===== config.mk =====
export PLATFORM = sky130hd
export DESIGN_NAME = speed_pid_deadband_clamp
export DESIGN_NICKNAME = d
export VERILOG_FILES = /design/src/design/spdc_pkg.sv /design/src/design/spdc_serial_mac.sv /design/src/design/spdc_err_path.sv /design/src/design/speed_pid_deadband_clamp.sv
export SDC_FILE = /design/constraint.sdc
export NUM_CORES = 1
export LEC_CHECK = 0
export ABC_AREA = 1
export BUFFER_PORTS_ARGS = -buffer_cell sky130_fd_sc_hd__clkbuf_2
export CAP_MARGIN = 20
export CORE_ASPECT_RATIO = 1.75
export CORE_MARGIN = 10
export CORE_UTILIZATION = 50
export DETAILED_ROUTE_END_ITERATION = 10
export PLACE_DENSITY = 0.69
export REMOVE_ABC_BUFFERS = 1
export SLEW_MARGIN = 20
export SYNTH_ARGS = -nofsm -noshare
export SYNTH_HDL_FRONTEND = slang
export SYNTH_SLANG_ARGS = --single-unit

===== constraint.sdc =====
create_clock -name clk -period 7.3 [get_ports clk]
set_clock_uncertainty 0.15 [all_clocks]
set_input_delay 1.46 -clock clk [delete_from_list [all_inputs] [get_ports clk]]
set_output_delay 1.46 -clock clk [all_outputs]
set_load 0.02 [all_outputs]

===== src/design/spdc_pkg.sv =====
package spdc_pkg;

  // field widths
  localparam int COUNT_W  = 16;
  localparam int MAG_W    = 15;
  localparam int TARGET_W = 24;
  localparam int GAIN_W   = 18;
  localparam int SCALE_W  = 24;
  localparam int SPEED_W  = 24;
  localparam int DRIVE_W  = 32;
  localparam int CFG_IDX_W = 3;
  localparam int CFG_DATA_W = 24;

  // internal widths
  localparam int ERR_W   = 25;
  localparam int SUM_W   = 20;
  localparam int DIFF_W  = 26;
  localparam int PROD_W  = 39;   // count times scale, already shifted down by 8
  localparam int ADD_W   = 28;   // one serial step's addend
  localparam int HI_W    = 29;   // upper part of the shift-add accumulator
  localparam int STEP_W  = 5;

  // one step per gain bit; the speed product uses the same step count
  localparam int MAC_STEPS = GAIN_W;

  localparam logic [MAG_W-1:0]            MAG_MAX      = 15'h7FFF;
  localparam logic [SPEED_W-2:0]          SPEED_MAX    = 23'h7FFFFF;
  localparam logic signed [ERR_W-1:0]     DEADBAND_Q8  = 25'sd128;
  localparam logic signed [DIFF_W-1:0]    INT_LIMIT_Q8 = 26'sd256000;

  // register indexes
  localparam logic [CFG_IDX_W-1:0] REG_TARGET_SPEED = 3'd0;
  localparam logic [CFG_IDX_W-1:0] REG_GAIN_P       = 3'd1;
  localparam logic [CFG_IDX_W-1:0] REG_GAIN_I       = 3'd2;
  localparam logic [CFG_IDX_W-1:0] REG_GAIN_D       = 3'd3;
  localparam logic [CFG_IDX_W-1:0] REG_SPEED_SCALE  = 3'd4;

  // register reset values
  localparam logic [TARGET_W-1:0] TARGET_RST = 24'd0;
  localparam logic [GAIN_W-1:0]   GAIN_P_RST = 18'd16384;
  localparam logic [GAIN_W-1:0]   GAIN_I_RST = 18'd131;
  localparam logic [GAIN_W-1:0]   GAIN_D_RST = 18'd9830;
  localparam logic [SCALE_W-1:0]  SCALE_RST  = 24'd65536;

  typedef struct packed {
    logic clear;
    logic step;
  } mac_ctl_t;

  typedef struct packed {
    logic [SPEED_W-1:0]       speed;
    logic signed [ERR_W-1:0]  err;
    logic signed [SUM_W-1:0]  sum;
    logic signed [DIFF_W-1:0] diff;
  } err_res_t;

endpackage


===== src/design/spdc_serial_mac.sv =====
module spdc_serial_mac (
  input  logic                               clk,
  input  spdc_pkg::mac_ctl_t                 ctl,
  input  logic signed [spdc_pkg::ADD_W-1:0]  addend,
  output logic signed [spdc_pkg::HI_W-1:0]   acc_hi,
  output logic [spdc_pkg::GAIN_W-1:0]        acc_lo
);
  import spdc_pkg::*;

  logic signed [HI_W-1:0] hi_r, hi_nxt;
  logic [GAIN_W-1:0]      lo_r, lo_nxt;
  logic signed [HI_W-1:0] hi_sum;

  // add at the top, shift one bit down into the low word
  assign hi_sum = hi_r + {{(HI_W-ADD_W){addend[ADD_W-1]}}, addend};

  always_comb begin
    hi_nxt = hi_r;
    lo_nxt = lo_r;
    if (ctl.clear) begin
      hi_nxt = '0;
      lo_nxt = '0;
    end else if (ctl.step) begin
      hi_nxt = hi_sum >>> 1;
      lo_nxt = {hi_sum[0], lo_r[GAIN_W-1:1]};
    end
  end

  always_ff @(posedge clk) begin
    hi_r <= hi_nxt;
    lo_r <= lo_nxt;
  end

  assign acc_hi = hi_r;
  assign acc_lo = lo_r;

endmodule


===== src/design/spdc_err_path.sv =====
module spdc_err_path (
  input  logic [spdc_pkg::PROD_W-1:0]        prod_q8,
  input  logic [spdc_pkg::TARGET_W-1:0]      target_speed,
  input  logic signed [spdc_pkg::SUM_W-1:0]  error_sum,
  input  logic signed [spdc_pkg::ERR_W-1:0]  prev_err,
  output spdc_pkg::err_res_t                 res
);
  import spdc_pkg::*;

  logic [SPEED_W-2:0]       speed_sat;
  logic signed [ERR_W-1:0]  err_raw;
  logic signed [ERR_W-1:0]  err_db;
  logic signed [DIFF_W-1:0] sum_raw;
  logic signed [DIFF_W-1:0] sum_clamp;

  assign speed_sat = (|prod_q8[PROD_W-1:SPEED_W-1]) ? SPEED_MAX : prod_q8[SPEED_W-2:0];

  assign err_raw = $signed({target_speed[TARGET_W-1], target_speed}) -
                   $signed({2'b00, speed_sat});

  // deadband of half an rpm
  assign err_db = ((err_raw < DEADBAND_Q8) && (err_raw > -DEADBAND_Q8)) ? '0 : err_raw;

  assign sum_raw = {{(DIFF_W-SUM_W){error_sum[SUM_W-1]}}, error_sum} +
                   {{(DIFF_W-ERR_W){err_db[ERR_W-1]}}, err_db};

  always_comb begin
    if (sum_raw >= INT_LIMIT_Q8) begin
      sum_clamp = INT_LIMIT_Q8;
    end else if (sum_raw < -INT_LIMIT_Q8) begin
      sum_clamp = -INT_LIMIT_Q8;
    end else begin
      sum_clamp = sum_raw;
    end
  end

  assign res.speed = {1'b0, speed_sat};
  assign res.err   = err_db;
  assign res.sum   = sum_clamp[SUM_W-1:0];
  assign res.diff  = {err_db[ERR_W-1], err_db} - {prev_err[ERR_W-1], prev_err};

endmodule


===== src/design/speed_pid_deadband_clamp.sv =====
// channel   dir  handshake           payload
// in        in   in_valid/in_stall   in_pulse_count (16, signed)
// out       out  out_valid/out_stall out_drive_value (32, signed), out_measured_speed (24)
// cfg       in   cfg_wr_en           cfg_index (3), cfg_wdata (24)
//
// one beat runs accept, 18 shift-add steps for count times scale, error, deadband and
// integral clamp, 18 shift-add steps for the three gains, and the output register load;
// the step count is the gain width of the serial mac
// a waiting result holds in the output register while the next beat is accepted; a
// finished beat waits in ST_DONE only while the output register is full and stalled
// synchronous active-low reset restores the register defaults and clears integral,
// previous error and all handshake state
module speed_pid_deadband_clamp (
  input  logic                                   clk,
  input  logic                                   rst_n,
  input  logic                                   in_valid,
  output logic                                   in_stall,
  input  logic signed [spdc_pkg::COUNT_W-1:0]    in_pulse_count,
  output logic                                   out_valid,
  input  logic                                   out_stall,
  output logic signed [spdc_pkg::DRIVE_W-1:0]    out_drive_value,
  output logic signed [spdc_pkg::SPEED_W-1:0]    out_measured_speed,
  input  logic                                   cfg_wr_en,
  input  logic [spdc_pkg::CFG_IDX_W-1:0]         cfg_index,
  input  logic [spdc_pkg::CFG_DATA_W-1:0]        cfg_wdata
);
  import spdc_pkg::*;

  // sequencer codes
  localparam logic [2:0] ST_IDLE  = 3'd0;
  localparam logic [2:0] ST_SPEED = 3'd1;
  localparam logic [2:0] ST_ERR   = 3'd2;
  localparam logic [2:0] ST_PID   = 3'd3;
  localparam logic [2:0] ST_DONE  = 3'd4;

  localparam logic [STEP_W-1:0] LAST_STEP = STEP_W'(MAC_STEPS - 1);

  // configuration registers
  logic [TARGET_W-1:0] target_r;
  logic [GAIN_W-1:0]   gain_p_r, gain_i_r, gain_d_r;
  logic [SCALE_W-1:0]  scale_r;

  // sequencer
  logic [2:0]        state_r, state_nxt;
  logic [STEP_W-1:0] step_r, step_nxt;

  // controller state
  logic signed [SUM_W-1:0] error_sum_r;
  logic signed [ERR_W-1:0] prev_err_r;

  // per-beat operands and serial shift registers
  logic [MAG_W-1:0]         mag_sr_r;
  logic [GAIN_W-1:0]        gp_sr_r, gi_sr_r, gd_sr_r;
  logic signed [ERR_W-1:0]  err_r;
  logic signed [SUM_W-1:0]  sum_r;
  logic signed [DIFF_W-1:0] diff_r;
  logic [SPEED_W-1:0]       speed_r;

  // output register
  logic                      out_valid_r;
  logic signed [DRIVE_W-1:0] drive_r;
  logic [SPEED_W-1:0]        meas_r;

  logic                   in_acc;
  logic                   out_load;
  logic [MAG_W-1:0]       mag_in;
  mac_ctl_t               mac_ctl;
  logic signed [ADD_W-1:0] addend;
  logic signed [HI_W-1:0] mac_hi;
  logic [GAIN_W-1:0]      mac_lo;
  err_res_t               err_res;

  assign in_stall = (state_r != ST_IDLE);
  assign in_acc   = in_valid && !in_stall;
  assign out_load = (state_r == ST_DONE) && (!out_valid_r || !out_stall);

  // magnitude, most negative count pinned to full scale
  always_comb begin
    if (!in_pulse_count[COUNT_W-1]) begin
      mag_in = in_pulse_count[MAG_W-1:0];
    end else if (in_pulse_count[MAG_W-1:0] == '0) begin
      mag_in = MAG_MAX;
    end else begin
      mag_in = MAG_W'(-in_pulse_count);
    end
  end

  // next state
  always_comb begin
    state_nxt = state_r;
    step_nxt  = step_r;
    case (state_r)
      ST_IDLE: begin
        if (in_acc) begin
          state_nxt = ST_SPEED;
          step_nxt  = '0;
        end
      end
      ST_SPEED: begin
        if (step_r == LAST_STEP) begin
          state_nxt = ST_ERR;
          step_nxt  = '0;
        end else begin
          step_nxt = step_r + 1'b1;
        end
      end
      ST_ERR: begin
        state_nxt = ST_PID;
        step_nxt  = '0;
      end
      ST_PID: begin
        if (step_r == LAST_STEP) begin
          state_nxt = ST_DONE;
          step_nxt  = '0;
        end else begin
          step_nxt = step_r + 1'b1;
        end
      end
      ST_DONE: begin
        if (out_load) begin
          state_nxt = ST_IDLE;
        end
      end
      default: begin
        state_nxt = ST_IDLE;
        step_nxt  = '0;
      end
    endcase
  end

  // serial mac control and the addend of each step
  assign mac_ctl.clear = in_acc || (state_r == ST_ERR);
  assign mac_ctl.step  = (state_r == ST_SPEED) || (state_r == ST_PID);

  always_comb begin
    addend = '0;
    if (state_r == ST_SPEED) begin
      // one count bit per step selects the scale
      addend = mag_sr_r[0] ? $signed({{(ADD_W-SCALE_W){1'b0}}, scale_r}) : '0;
    end else if (state_r == ST_PID) begin
      // one bit of each gain per step selects its operand
      addend = (gp_sr_r[0] ? $signed({{(ADD_W-ERR_W){err_r[ERR_W-1]}}, err_r}) : '0) +
               (gi_sr_r[0] ? $signed({{(ADD_W-SUM_W){sum_r[SUM_W-1]}}, sum_r}) : '0) +
               (gd_sr_r[0] ? $signed({{(ADD_W-DIFF_W){diff_r[DIFF_W-1]}}, diff_r}) : '0);
    end
  end

  spdc_serial_mac u_mac (
    .clk    (clk),
    .ctl    (mac_ctl),
    .addend (addend),
    .acc_hi (mac_hi),
    .acc_lo (mac_lo)
  );

  // product shifted down by 8 is the raw Q.8 speed
  spdc_err_path u_err (
    .prod_q8      ({mac_hi, mac_lo[GAIN_W-1:8]}),
    .target_speed (target_r),
    .error_sum    (error_sum_r),
    .prev_err     (prev_err_r),
    .res          (err_res)
  );

  // control state
  always_ff @(posedge clk) begin
    if (!rst_n) begin
      state_r     <= ST_IDLE;
      step_r      <= '0;
      out_valid_r <= 1'b0;
      error_sum_r <= '0;
      prev_err_r  <= '0;
      target_r    <= TARGET_RST;
      gain_p_r    <= GAIN_P_RST;
      gain_i_r    <= GAIN_I_RST;
      gain_d_r    <= GAIN_D_RST;
      scale_r     <= SCALE_RST;
    end else begin
      state_r <= state_nxt;
      step_r  <= step_nxt;
      if (out_load) begin
        out_valid_r <= 1'b1;
      end else if (out_valid_r && !out_stall) begin
        out_valid_r <= 1'b0;
      end
      if (state_r == ST_ERR) begin
        error_sum_r <= err_res.sum;
        prev_err_r  <= err_res.err;
      end
      if (cfg_wr_en) begin
        case (cfg_index)
          REG_TARGET_SPEED: target_r <= cfg_wdata[TARGET_W-1:0];
          REG_GAIN_P:       gain_p_r <= cfg_wdata[GAIN_W-1:0];
          REG_GAIN_I:       gain_i_r <= cfg_wdata[GAIN_W-1:0];
          REG_GAIN_D:       gain_d_r <= cfg_wdata[GAIN_W-1:0];
          REG_SPEED_SCALE:  scale_r  <= cfg_wdata[SCALE_W-1:0];
          default: ;
        endcase
      end
    end
  end

  // datapath registers
  always_ff @(posedge clk) begin
    if (in_acc) begin
      mag_sr_r <= mag_in;
    end else if (state_r == ST_SPEED) begin
      mag_sr_r <= {1'b0, mag_sr_r[MAG_W-1:1]};
    end
    if (state_r == ST_ERR) begin
      err_r   <= err_res.err;
      sum_r   <= err_res.sum;
      diff_r  <= err_res.diff;
      speed_r <= err_res.speed;
      gp_sr_r <= gain_p_r;
      gi_sr_r <= gain_i_r;
      gd_sr_r <= gain_d_r;
    end else if (state_r == ST_PID) begin
      gp_sr_r <= {1'b0, gp_sr_r[GAIN_W-1:1]};
      gi_sr_r <= {1'b0, gi_sr_r[GAIN_W-1:1]};
      gd_sr_r <= {1'b0, gd_sr_r[GAIN_W-1:1]};
    end
    if (out_load) begin
      // floor shift by 16 of the full sum; it always fits in 31 bits
      drive_r <= {mac_hi[HI_W-1], mac_hi, mac_lo[GAIN_W-1:GAIN_W-2]};
      meas_r  <= speed_r;
    end
  end

  assign out_valid          = out_valid_r;
  assign out_drive_value    = drive_r;
  assign out_measured_speed = meas_r;

endmodule


== Word-level counts from Yosys, hierarchy flattened ==
Index checks and enable logic that the tools add are counted.

* Register bits after elaboration: 418
* Output and inout bits: 58
* Word-level logic and storage cells: 104

* $add $sub $neg: 8
* Order comparisons: 4
* Eq/ne operators: 13
* Multiplexer cells: 30
* Bitwise logic cells: 1
* Reduce and logical (&&, ||, !) cells: 26

{| class="wikitable"
|+ Operators by type and width
! operator !! count
|-
| $mux 28 || 5
|-
| $mux 18 || 6
|-
| $mux 15 || 4
|-
| $add 28x28->28 || 2
|-
| $mux 20 || 2
|-
| $add 28x28->29 || 1
|-
| $add 20x25->26 || 1
|-
| $ge 26x19->1 const B || 1
|-
| $lt 26x19->1 const B || 1
|-
| $sub 25x25->26 || 1
|-
| $gt 25x8->1 const B || 1
|-
| $lt 25x9->1 const B || 1
|-
| $mux 25 || 1
|-
| $sub 24x24->25 || 1
|-
| $mux 24 || 1
|-
| $mux 23 || 1
|-
| $reduce_or 16->1 || 1
|-
| $logic_not 15->1 || 1
|-
| $neg 15->15 || 1
|-
| $pmux 3 s5 || 1
|-
| $pmux 5 s3 || 1
|-
| $eq 3x2->1 const B || 4
|-
| $mux 3 || 4
|-
| $reduce_and 2->1 || 6
|-
| 16 further kinds || 33
|}

== Logic depth before layout (Yosys ltp) ==
* Word-level depth: 10
* Mapped depth: 49
* Mapped depth without buffers: 46

== By module ==
Synthesis repeated with hierarchy kept, for this count alone.

* Cell total of the unflattened synthesis: 3424
* Area, all modules: 25399.4 sq um

{| class="wikitable"
|+ By module, submodules not included
! module !! instances !! cells each !! area each (sq um)
|-
| speed_pid_deadband_clamp || 1 || 1827 || 16548.4
|-
| spdc_err_path || 1 || 918 || 5022.3
|-
| spdc_serial_mac || 1 || 679 || 3828.7
|}

== Least setup slack after synthesis ==
No wires, ideal clock.

* Path type: register -> register
* Start point: register u_mac.hi_r[23] (netlist: u_mac.acc_hi[23])
* End point: register diff_r[22] (data pin)
* Setup time: 0.258 ns
* Arrival: 5.763 ns
* Data required time: 6.892 ns
* Path slack: 1.129 ns
* Cell stages (with the launch flop): 42
* Path buffers: 2
* Period minus slack after synthesis: 6.171 ns
* Cell sequence: dfxtp_1 -> nor2_1 -> nand2_1 -> nor2_2 -> buf_4 -> nand2_1 -> or2_2 -> ha_1 -> fa_1 -> or2_2 -> nand2_1 -> nand2_1 -> nand2_2 -> nand2_1 -> nand2_2 -> nand2_1 -> nand2_1 -> nand2_1 -> [6 not listed] -> buf_6 -> nand3_2 -> inv_1 -> fa_1 -> nand3_1 -> nor2_1 -> nor2_1 -> nor2_1 -> a21oi_1 -> o21ai_0 -> a21boi_0 -> o21ai_0 -> a21boi_0 -> o21ai_0 -> nand2_1 -> inv_1 -> o21ai_0 -> nand2_1

{| class="wikitable"
|+ RTL lines
! what !! RTL line !! text
|-
| start, declared || spdc_serial_mac.sv:10 || <nowiki>logic signed [HI_W-1:0] hi_r, hi_nxt;</nowiki>
|-
| start signal, assigned || spdc_serial_mac.sv:30 || <nowiki>hi_r <= hi_nxt;</nowiki>
|-
| end signal, assigned || speed_pid_deadband_clamp.sv:213 || <nowiki>diff_r <= err_res.diff;</nowiki>
|-
| end, declared || speed_pid_deadband_clamp.sv:56 || <nowiki>logic signed [DIFF_W-1:0] diff_r;</nowiki>
|}

==> flow_summary.yaml <==
status:
  status: "complete, no violations"
timing:
  worst_pin_slew_ps: 1160
  final.period_utilization_pct: 93.5
  setup_violations: 0
  hold_violations: 0
  slew_headroom_pct: 22.5
  timing.fmax_ghz: 0.147
  period_needed_ps: 6820
  finalWorstSetupSlack_ps: 477
  slew_violations: 0
global_route:
  grt_pass1_vias: 19800
  overflow: 0
  use_met1_pct: 24.4
  antenna_found_initial: 0
  met2_usage_pct: 42.8
  grt_util_all_layers_pct: 23.1
  grt_busiest_layer: "met2"
  globalRouteMet3Util_pct: 2.60
  grt_max_degree: 188
  grt_pass1_wl_microns: 103000
hold_path:
  worstHoldPathType: "reg2reg"
  hold_path.startpoint: "speed_r[14]$_DFFE_PP_"
setup_path:
  critPathRequiredTime_ps: 7450
  endpoint_kind: "flop"
  max_stage_delay_ps: 490
  startpoint: "u_mac.acc_hi[23]$_SDFFE_PP0P_"
  path_max_fanout: 21
  reg2reg_from: "u_mac.acc_hi[23]$_SDFFE_PP0P_"
  arrival_ps: 6980
  path_delay_family: "simple AND/OR/NAND/NOR gates"
  crit_buf_inv: 4
  crit_path_top_delay_cell: "nor4_2"
  start_kind: "flop"
  worstSetupPathType: "reg2reg"
  cp_common_cell: "nand2_1"
route:
  drt_pass1_iterations: 7
  drc: 0
  drt-initial-drc-count: 1093
  detail-route-antenna-nets: 0
  wl_per_cell_microns: 18.4
  drt-total-wl_microns: 66100
  vias: 19700
  routed_via_density: 5.48
clock_network:
  cts.sinks: 410
  cts_buffer_depth: 3
  cts-buffers-inserted: 38
  hold_buffers: 0
  cts_tree: "built"
  cts-root-buf: "clkbuf_16"
  htreeDepth: 2
  clkTransAtPathRegs_ps: 70
  clk_latency_ps: 580
power_and_ir_drop:
  swShare_pct: 40.8
  ir_drop_uv: 198
  pwr-share-seq_pct: 34.2
  power.leakage_uw: 0.0119
  power.density_mw_per_mm2: 380
  pwr-share-comb_pct: 44.5
  clkPwrFrac_pct: 21.3
  switchingPower_uw: 4040
  p_int_uw: 5850
cells_and_area:
  diodes: 0
  postLayoutCellArea_sq_mm: 0.0260
  fillCellCount: 4303
  fin_nets: 3177
  area_delta_synth_final_pct: 11.8
  final_layout_size_suffix_gt1_share_pct: 10.2
  final_core_util_pct: 56.5
synth:
  synthTopCellsByArea: "edfxtp_1, dfxtp_1, nand2_1"
  ys_types: 55
  yosys_warnings: 0
  synth_cells: 2881
  yosys_register_bits: 410
  synth_edf_count: 216
  ys.flop_type: "edfxtp_1"
  yosysSeqAreaShare_pct: 44.5
  yosys.area.top_type: "edfxtp_1"
  yosys.area.top_type_share_pct: 27.8
  yosysMostFrequentCell: "nand2_1"
  async_flop_share_pct: 0
  syn-mean-instance-area_sq_um: 8.09
  synth_common_cells: "nand2_1, inv_1, nor2_1, o21ai_0, a21oi_1"
  synth_area_sq_mm: 0.0233
die:
  die_area_sq_mm: 0.0560
  chipHeight_microns: 306
  rows: 104
  dieWidth_microns: 183
  initial_core_util_pct: 50.6
  io_pins: 106
  core_sq_mm: 0.0461
place:
  place_congestion: 0.997
  port-buffer-count: 104
  postPlaceCellArea_sq_mm: 0.0245
  dpl.hpwl_microns: 50800
  post-place-ws_ps: -413
flow_run:
  drv_cap: 0
## sequential cells by signal, indices dropped and copies added, names as in the netlist
| register | cells |
|---|---|
| out_measured_speed | 23 |
| speed_r | 23 |
| error_sum_r | 20 |
| diff_r | 26 |
| gp_sr_r | 18 |
| target_r | 24 |
| u_mac.acc_lo | 10 |
| scale_r | 24 |
| out_valid | 1 |
| gi_sr_r | 18 |
| gain_d_r | 18 |
| state_r | 3 |
| gain_i_r | 18 |
| step_r | 5 |
| out_drive_value | 30 |
| prev_err_r | 25 |
| gain_p_r | 18 |
| err_r | 25 |
| gd_sr_r | 18 |
| u_mac.acc_hi | 28 |
| mag_sr_r | 15 |
| sum_r | 20 |
## final timing paths
| path | end | slack [ps] | cells past startpoint |
|---|---|---|---|
| setup / recovery | sum_r[12]$_DFFE_PP_ | 480 | 39 |
| hold / removal | out_measured_speed[14]$_DFFE_PP_ | 270 | 0 |
| setup reg to reg | sum_r[12]$_DFFE_PP_ | 480 | 39 |
| hold reg to reg | out_measured_speed[14]$_DFFE_PP_ | 270 | 0 |
## stage by stage
stage                     hold WS [ps]  power (uW)  instances  TNS (ps)
final                              269        9890       3588         0
after global routing               278       10600       3588     -38.4
after CTS                          271        9830       3585         0
after detailed placement           255        7700       3514    -11030
after global placement             252        7580       3514     -7970
after floorplan                    250        6460       2786    -11680
## power groups by stage
stage	Clock [uW]	Combinational (uW)	Sequential [uW]
floorplan	0	3070	3400
CTS	2140	4310	3380
finish	2110	4400	3380
global route	2230	4940	3430
detailed placement	0	4280	3420
global placement	0	4170	3410
## layout make-up
cell class | instances | area, sq um | area share [%]
Clock buffer | 47 | 1030 | 3.97
Tap cell | 583 | 729 | 2.80
Timing Repair Buffer | 148 | 890 | 3.42
Clock inverter | 23 | 289 | 1.11
Inverter | 359 | 1350 | 5.19
Sequential cell | 410 | 10400 | 39.8
Multi-Input combinational cell | 2018 | 11400 | 43.7
## layout by cell type (no fill, tap or decap), types with 9 or more instances in the layout
cell type | Yosys | layout
nor2_2 | 6 | 14
o21a_1 | 9 | 9
nor2_1 | 294 | 283
dfxtp_1 | 194 | 194
nand2_1 | 670 | 667
inv_1 | 353 | 352
nand3_2 | 24 | 24
clkbuf_16 | 0 | 38
fa_1 | 31 | 31
o21ai_1 | 4 | 9
nor3_1 | 29 | 27
clkbuf_2 | 0 | 103
a21o_1 | 9 | 9
nand2_2 | 9 | 12
ha_1 | 123 | 118
a21oi_1 | 217 | 211
o211ai_1 | 9 | 9
a2bb2oi_1 | 11 | 11
o21bai_1 | 29 | 28
nand4_1 | 32 | 32
buf_4 | 5 | 41
xnor2_1 | 34 | 34
edfxtp_1 | 216 | 216
nand3_1 | 105 | 103
o21ai_0 | 255 | 248
xor2_1 | 46 | 46
## what timing repair did
| action | 4_1_cts | 5_1_grt |
|---|---|---|
| setup endpoints to repair | 36 | 41 |
| buffers inserted | 1 | 2 |
| endpoints found under the hold margin | 0 | 0 |
| pin swaps | 0 | 6 |
| resized for setup | 5 | 44 |
| cloned | 0 | 1 |
## layer usage
metal	routed length (microns)	share of wire (%)
met1	24800	38
met2	34300	52
met3	2610	3.9
met4	4350	6.6
met5	0	0
## cells by family after synthesis
kind of cell	synth area share [%]
AOI/OAI and AO/OA	13.6
xor gates and xnor gates	3.01
adders and majority gates	9.27
buffers and inverters	7.60
DFF	44.5
other	0.0161
and+or+nand+nor	22.0
No activity file was read; power rests on OpenSTA's default activity.
